### src/rtl/core/assert_macros.svh
// Assertion helpers used by the allocator datapath.
`ifndef ASSERT_MACROS_SVH
`define ASSERT_MACROS_SVH

// Consequent must hold in the same cycle as the antecedent.
`define ASSERT_NOW(label, clk, rst, ante, cons) \
   label: assert property (@(posedge clk) disable iff (rst) (ante) |-> (cons)) \
      else $error("cell allocator assertion failed");

// Consequent must hold in the cycle after the antecedent.
`define ASSERT_NEXT(label, clk, rst, ante, cons) \
   label: assert property (@(posedge clk) disable iff (rst) (ante) |=> (cons)) \
      else $error("cell allocator assertion failed");

`endif

### src/rtl/core/cafs_pkg.sv
`timescale 1ns / 1ps

package cafs_pkg;

   // Payload field widths
   localparam int OP_W     = 1;
   localparam int COUNT_W  = 11;
   localparam int ADDR_W   = 11;
   localparam int STATUS_W = 2;
   localparam int LIVE_W   = 11;

   // Request opcodes
   localparam logic [OP_W-1:0] OP_ALLOC = 1'b0;
   localparam logic [OP_W-1:0] OP_FREE  = 1'b1;

   // Result status codes
   localparam logic [STATUS_W-1:0] STATUS_OK  = 2'd0;
   localparam logic [STATUS_W-1:0] STATUS_OOM = 2'd1;
   localparam logic [STATUS_W-1:0] STATUS_BAD = 2'd2;

   // Controller to datapath commands
   typedef struct packed {
      logic accept;      // latch request, launch memory reads
      logic exec;        // commit a single-step request and load the result
      logic mark_start;  // set up a block run
      logic mark_step;   // claim one cell of a block run
      logic report;      // load the result of a finished block run
   } cafs_cmd_type;

   // Datapath to controller status
   typedef struct packed {
      logic is_multi;    // request is a block allocation that fits
      logic mark_last;   // current run step claims the last cell
      logic slot_free;   // result register can take a new transfer
   } cafs_sts_type;

endpackage

### src/rtl/core/cafs_ctrl.sv
`timescale 1ns / 1ps

module cafs_ctrl (
   input  logic                   clock,
   input  logic                   reset,
   input  logic                   req_valid,
   output logic                   req_ready,
   output cafs_pkg::cafs_cmd_type cmd,
   input  cafs_pkg::cafs_sts_type sts
);

   localparam logic [1:0] ST_IDLE   = 2'd0;
   localparam logic [1:0] ST_EXEC   = 2'd1;
   localparam logic [1:0] ST_MARK   = 2'd2;
   localparam logic [1:0] ST_REPORT = 2'd3;

   logic [1:0] state_ff;
   logic [1:0] state_in;

   // Sequencing: take request, resolve it, run block claims, report
   always_comb begin
      state_in       = state_ff;
      cmd            = '0;
      req_ready      = 1'b0;
      unique case (state_ff)
         ST_IDLE: begin
            req_ready = 1'b1;
            if (req_valid) begin
               cmd.accept = 1'b1;
               state_in   = ST_EXEC;
            end
         end
         ST_EXEC: begin
            if (sts.is_multi) begin
               cmd.mark_start = 1'b1;
               state_in       = ST_MARK;
            end else if (sts.slot_free) begin
               cmd.exec = 1'b1;
               state_in = ST_IDLE;
            end
         end
         ST_MARK: begin
            cmd.mark_step = 1'b1;
            if (sts.mark_last) begin
               state_in = ST_REPORT;
            end
         end
         ST_REPORT: begin
            if (sts.slot_free) begin
               cmd.report = 1'b1;
               state_in   = ST_IDLE;
            end
         end
      endcase
   end

   always_ff @(posedge clock) begin
      if (reset) begin
         state_ff <= ST_IDLE;
      end else begin
         state_ff <= state_in;
      end
   end

endmodule

### config.mk
export PLATFORM = sky130hd
export DESIGN_NAME = cafs_ctrl
export DESIGN_NICKNAME = d
export VERILOG_FILES = /design/src/rtl/core/assert_macros.svh /design/src/rtl/core/cafs_pkg.sv /design/src/rtl/core/cafs_ctrl.sv
export SDC_FILE = /design/constraint.sdc
export NUM_CORES = 1
export LEC_CHECK = 0
export BUFFER_PORTS_ARGS = -buffer_cell sky130_fd_sc_hd__buf_2
export CAP_MARGIN = 30
export CORE_AREA = 4 4 41 43
export DETAILED_ROUTE_END_ITERATION = 8
export DIE_AREA = 0 0 45 47
export PLACE_DENSITY = 0.3
export SKIP_LAST_GASP = 1
export SYNTH_ARGS = -nofsm -noshare
export SYNTH_HDL_FRONTEND = slang
export SYNTH_SLANG_ARGS = --single-unit
### constraint.sdc
create_clock -name clock -period 0.9 [get_ports clock]
set_input_delay 0.045 -clock clock [delete_from_list [all_inputs] [get_ports clock]]
set_output_delay 0.045 -clock clock [all_outputs]
set_load 0.005 [all_outputs]
==> results of run 1 <==
stage by stage:
step	hold WS [ps]	utilization
final	44.9	0.229
after global routing	44.0	0.229
after global placement	234	0.173
after floorplan	117	-
after detailed placement	229	0.173
after CTS	37.7	0.221
cells by family after synthesis:
logic type	after synthesis
and+or+nand+nor	11
AOI/OAI and AO/OA	3
DFF	2
worst max-delay path by stage:
stage                           start     endpoint  cells after the start
final                     state_ff[0]       cmd[0]                      3
after floorplan           state_ff[1]  state_ff[0]                      3
after global routing      state_ff[0]       cmd[2]                      4
after CTS                 state_ff[0]       cmd[0]                      3
after detailed placement  state_ff[0]  state_ff[0]                      3
after global placement    state_ff[0]  state_ff[0]                      3
routing by layer:
| layer | wire length (um) | track usage |
|---|---|---|
| met1 | 174 | 0.0430 |
| met2 | 274 | 0.0989 |
| met3 | 12 | 0.0345 |
| met4 | 0 | 0.0526 |
| met5 | 0 | 0 |
cell usage after synthesis:
cell / instances / area (um^2)
a21oi_1: 2 / 10.0
nor3_1: 2 / 10.0
and2_1: 1 / 6.26
nand2_1: 2 / 7.51
nor2_1: 2 / 7.51
nor2b_1: 2 / 12.5
a2111oi_1: 1 / 10.0
dfxtp_1: 2 / 40.0
and3_1: 1 / 6.26
or2_1: 1 / 6.26
layout make-up:
type / count / area [um^2] / share of cell area
flip-flops and latches: 2 / 45.0 / 0.151
repair buffers: 16 / 113 / 0.378
multi-input cells: 14 / 98.8 / 0.332
clock buffers: 3 / 22.5 / 0.0756
well taps: 15 / 18.8 / 0.0630
power by group through the flow:
stage | registers [uW] | clock network, uW | logic (uW)
2_1_floorplan | 115 | 0 | 37.2
6_report | 119 | 194 | 124
3_5_place_dp | 117 | 0 | 100
4_1_cts | 119 | 209 | 118
5_1_grt | 123 | 220 | 139
3_3_place_gp | 117 | 0 | 100
worst reg2reg max path, cell delays in order, from the launching register on:
cell	delay, ps
dfxtp_4	360
or2_1	230
a21oi_1	180
a2111oi_2	60
timing repair:
item                                    CTS  global route
hold buffers                              1             0
pin swaps                                 2             0
hold endpoints to repair                  2             0
endpoints found under the setup margin    6             7
gates cloned                              0             0
resized for setup                         8             2
==> results.json, run 1 <==
{
  "via_count": 186,
  "drtIter0Drc": 1,
  "design.die.area_um2": 2120,
  "grtUsageTotal": 0.0568,
  "grt_max_degree": 8,
  "synthMuxAreaShare": 0,
  "start_util": 0.0894,
  "power_uw": 438,
  "hold-path-endpoint": "state_ff[0]",
  "violations": "setup timing",
  "cts_made_buffers": 3,
  "worstMarginPinSlew_ps": 249,
  "antennaDiodeCount": 0,
  "path_max_fanout": 7,
  "synth-seq-cells": 2,
  "clockBufferDepth": 2,
  "setup_ws_ps": -126,
  "overflow": 0,
  "largest_reg_flops": 2,
  "dpl_cell_area_um2": 225,
  "seq_area_frac_synth": 0.344,
  "crit_buf_inv": 2,
  "fin_crit_sh": 1.14,
  "slew_viol_final": 0,
  "dpl.hpwl_um": 360,
  "synth.distinct_cells": 10,
  "endpoint_kind": "primary output",
  "r2r_end": "state_ff[0]",
  "cts_tree": "built",
  "p_leak_uw": 0.000141,
  "fill_cells": 159,
  "final_cell_mix": "buf_2, buf_6, clkbuf_4",
  "routed_via_density": 3.72,
  "clk_latency_ps": 220,
  "path_cells": "buf_6 -> and3_4 -> buf_6",
  "post_cts_buffers": 0,
  "layout_commonest_cell": "buf_2",
  "cap_viol_max_count": 0,
  "cts.reportedPaths.clkPinSlew_ps": 30,
  "start_kind": "flip-flop",
  "min_path_cells": 2,
  "clock_skew_ps": 1.05,
  "gp_congestion": 0.732,
  "grt_pass1_vias": 200,
  "p_clk_frac": 0.443,
  "placed_cells": 46,
  "finalSetupViolCount": 6,
  "worstHoldPathType": "in2reg",
  "hp-start": "sts[0]",
  "p_switching_uw": 113,
  "required_ps": 850,
  "rsz0062_at_grt": "true",
  "critPathMaxStageDelay_ps": 380,
  "sw_frac_of_total": 0.257,
  "die_w_um": 45,
  "reg2reg_depth": 3,
  "area_growth_pct": 156,
  "power_density_nw_per_um2": 1470,
  "synth_compound_area_frac": 0.172,
  "drive_gt1_frac": 0.743,
  "antenna_found_initial": 0,
  "design.core.area_um2": 1300,
  "r2r_slack_ps": -50,
  "slew_headroom": 0.834,
  "fp-row-count": 13,
  "ir_drop_v": 0.000372,
  "grt_first_pass_wirelength_um": 793,
  "internal_power_uw": 325,
  "crit_arrival_ps": 980,
  "slowest_stage": "dfxtp_4",
  "synthesis.nets": 22,
  "h-tree-depth": 1,
  "top_register": "state_ff",
  "outcome": "complete, but fails checks",
  "final_cells": 50,
  "wire_per_inst_um": 9.22,
  "clock_sinks": 2,
  "setup_tns_ps": -479,
  "netlist_area_um2": 116,
  "place_ws_ps": -97.3,
  "ant_nets": 0,
  "yosys.area_share.simple": 0.484,
  "dr.pass1.iters": 2,
  "numPortBuffers": 11,
  "crit_type": "reg2out",
  "power_frac_seq": 0.273,
  "rr_startpoint": "state_ff[0]",
  "drc": 0,
  "crit_top_cell": "buf_6",
  "routed_wl_um": 461,
  "clockRootBuffer": "clkbuf_4",
  "fin_crit_ps": 1030,
  "fmax_mhz": 975,
  "synth_top_family_by_area": "simple AND/OR/NAND/NOR gates",
  "top_regs": "state_ff x2",
  "die_h_um": 47,
  "netlist_instances": 16,
  "hold_viol_final": 0,
  "ys_warn_count": 0,
  "cpLargestDelayFamily": "flip-flops",
  "synth-adder-area-share": 0,
  "synthXorXnorAreaFrac": 0,
  "stdcell_area_um2": 298,
  "pin_count": 12,
  "fin_nets": 43,
  "synth_area_per_cell_um2": 7.27,
  "combinationalPowerShare": 0.284
}
(Power assumes the default switching activity.)
==> run 2: changes to the inputs <==
--- a/config.mk
+++ b/config.mk
@@ -8,9 +8,11 @@
 export BUFFER_PORTS_ARGS = -buffer_cell sky130_fd_sc_hd__buf_2
 export CAP_MARGIN = 30
 export CORE_AREA = 4 4 41 43
+export CTS_CLUSTER_DIAMETER = 120
 export DETAILED_ROUTE_END_ITERATION = 8
 export DIE_AREA = 0 0 45 47
-export PLACE_DENSITY = 0.3
+export GPL_TIMING_DRIVEN = 0
+export PLACE_DENSITY = 0.35
 export SKIP_LAST_GASP = 1
 export SYNTH_ARGS = -nofsm -noshare
 export SYNTH_HDL_FRONTEND = slang
==> results.json, run 2 (synthesis gave the netlist of run 1 again) <==
{
  "routed_wl_um": 415,
  "endpoint_kind": "flip-flop",
  "place_ws_ps": -87.3,
  "dr.pass1.iters": 1,
  "pin_count": 12,
  "slowest_stage": "dfxtp_4",
  "crit_buf_inv": 0,
  "violations": "setup timing",
  "critPathMaxStageDelay_ps": 350,
  "grt_first_pass_wirelength_um": 655,
  "design.core.area_um2": 1300,
  "worstMarginPinSlew_ps": 277,
  "placed_cells": 42,
  "grt_max_degree": 9,
  "via_count": 176,
  "top_regs": "state_ff x2",
  "slew_viol_final": 0,
  "numPortBuffers": 11,
  "clock_skew_ps": 4.64,
  "ant_nets": 0,
  "drc": 0,
  "clockBufferDepth": 2,
  "clockRootBuffer": "clkbuf_4",
  "antennaDiodeCount": 0,
  "worstHoldPathType": "in2reg",
  "largest_reg_flops": 2,
  "design.die.area_um2": 2120,
  "final_cell_mix": "buf_2, clkbuf_4",
  "crit_type": "reg2reg",
  "outcome": "complete, but fails checks",
  "hold_viol_final": 0,
  "layout_commonest_cell": "buf_2",
  "drtIter0Drc": 0,
  "required_ps": 1000,
  "p_leak_uw": 0.000126,
  "fin_nets": 41,
  "routed_via_density": 3.67,
  "final_cells": 48,
  "area_growth_pct": 123,
  "fin_crit_ps": 966,
  "clock_sinks": 2,
  "antenna_found_initial": 0,
  "start_util": 0.0894,
  "drive_gt1_frac": 0.697,
  "cts_tree": "built",
  "cpLargestDelayFamily": "flip-flops",
  "cts_made_buffers": 3,
  "fp-row-count": 13,
  "start_kind": "flip-flop",
  "ir_drop_v": 0.000677,
  "cap_viol_max_count": 0,
  "crit_arrival_ps": 1060,
  "clk_latency_ps": 220,
  "finalSetupViolCount": 5,
  "cts.reportedPaths.clkPinSlew_ps": 30,
  "slew_headroom": 0.815,
  "rsz0062_at_grt": "true",
  "setup_ws_ps": -66.4,
  "top_register": "state_ff",
  "die_h_um": 47,
  "h-tree-depth": 1,
  "die_w_um": 45,
  "wire_per_inst_um": 8.65,
  "fin_crit_sh": 1.07,
  "grt_pass1_vias": 156,
  "overflow": 0,
  "gp_congestion": 0.634,
  "fmax_mhz": 1030,
  "power_density_nw_per_um2": 1580,
  "path_max_fanout": 6,
  "grtUsageTotal": 0.0433,
  "path_cells": "nor2b_2 -> nor2b_1 -> a2111oi_1"
}
run 2: cell count changes in the layout (fill, tap and decap cells not counted), sizes merged:
cell  previous run  this run
buf             15        13
run 2: path summary, 6_finish.rpt:
kind	startpoint	endpoint	slack (ps)	cells past startpoint
max	state_ff[1]	state_ff[0]	-70	3
min	sts[0]	state_ff[0]	40	2
max reg2reg	state_ff[1]	state_ff[0]	-70	3
min reg2reg	state_ff[0]	state_ff[0]	500	1
run 2: final cells by class:
type | instances | area [um^2]
Tap cell | 15 | 18.8
Sequential cell | 2 | 47.5
Multi-Input combinational cell | 14 | 90.1
Clock buffer | 3 | 22.5
Fill cell | 162 | 1040
Timing Repair Buffer | 14 | 80.1
run 2: through the flow:
step	hold slack [ps]	utilization	instance area (um^2)	power [uW]	TNS, ps
6_report	40.6	0.199	259	408	-232
5_1_grt	41.0	0.199	259	448	-559
4_1_cts	35.3	0.179	233	407	-314
3_5_place_dp	228	0.150	195	195	-87.3
3_3_place_gp	224	0.150	195	194	-83.0
2_1_floorplan	117	-	121	152	-24.0
run 2: what timing repair did:
action                                 CTS  global route
resized for setup                        2             4
hold buffers                             1             0
buffers inserted                         0             2
setup endpoints to repair                6             7
endpoints found under the hold margin    2             0
pin swaps                                1             2
run 2: worst register-to-register path, delay by kind of cell (launching register included):
kind	cells	cell delay, ps
and+or+nand+nor	2	270
DFF	1	350
AOI/OAI and AO/OA	1	220
run 2: report_power, final:
| part | internal, uW | switching, uW | total [uW] |
|---|---|---|---|
| Clock | 147 | 45.8 | 192 |
| Combinational | 57.2 | 39.7 | 96.9 |
| Sequential | 100 | 18.4 | 119 |
| Total | 304 | 104 | 408 |
run 2: per-layer routing:
| metal | wire length, um | part of all wire | GRT usage |
|---|---|---|---|
| met2 | 203 | 0.49 | 0.0678 |
| met4 | 0 | 0 | 0 |
| met5 | 0 | 0 | 0 |
| met3 | 30 | 0.072 | 0.0383 |
| met1 | 181 | 0.44 | 0.0474 |
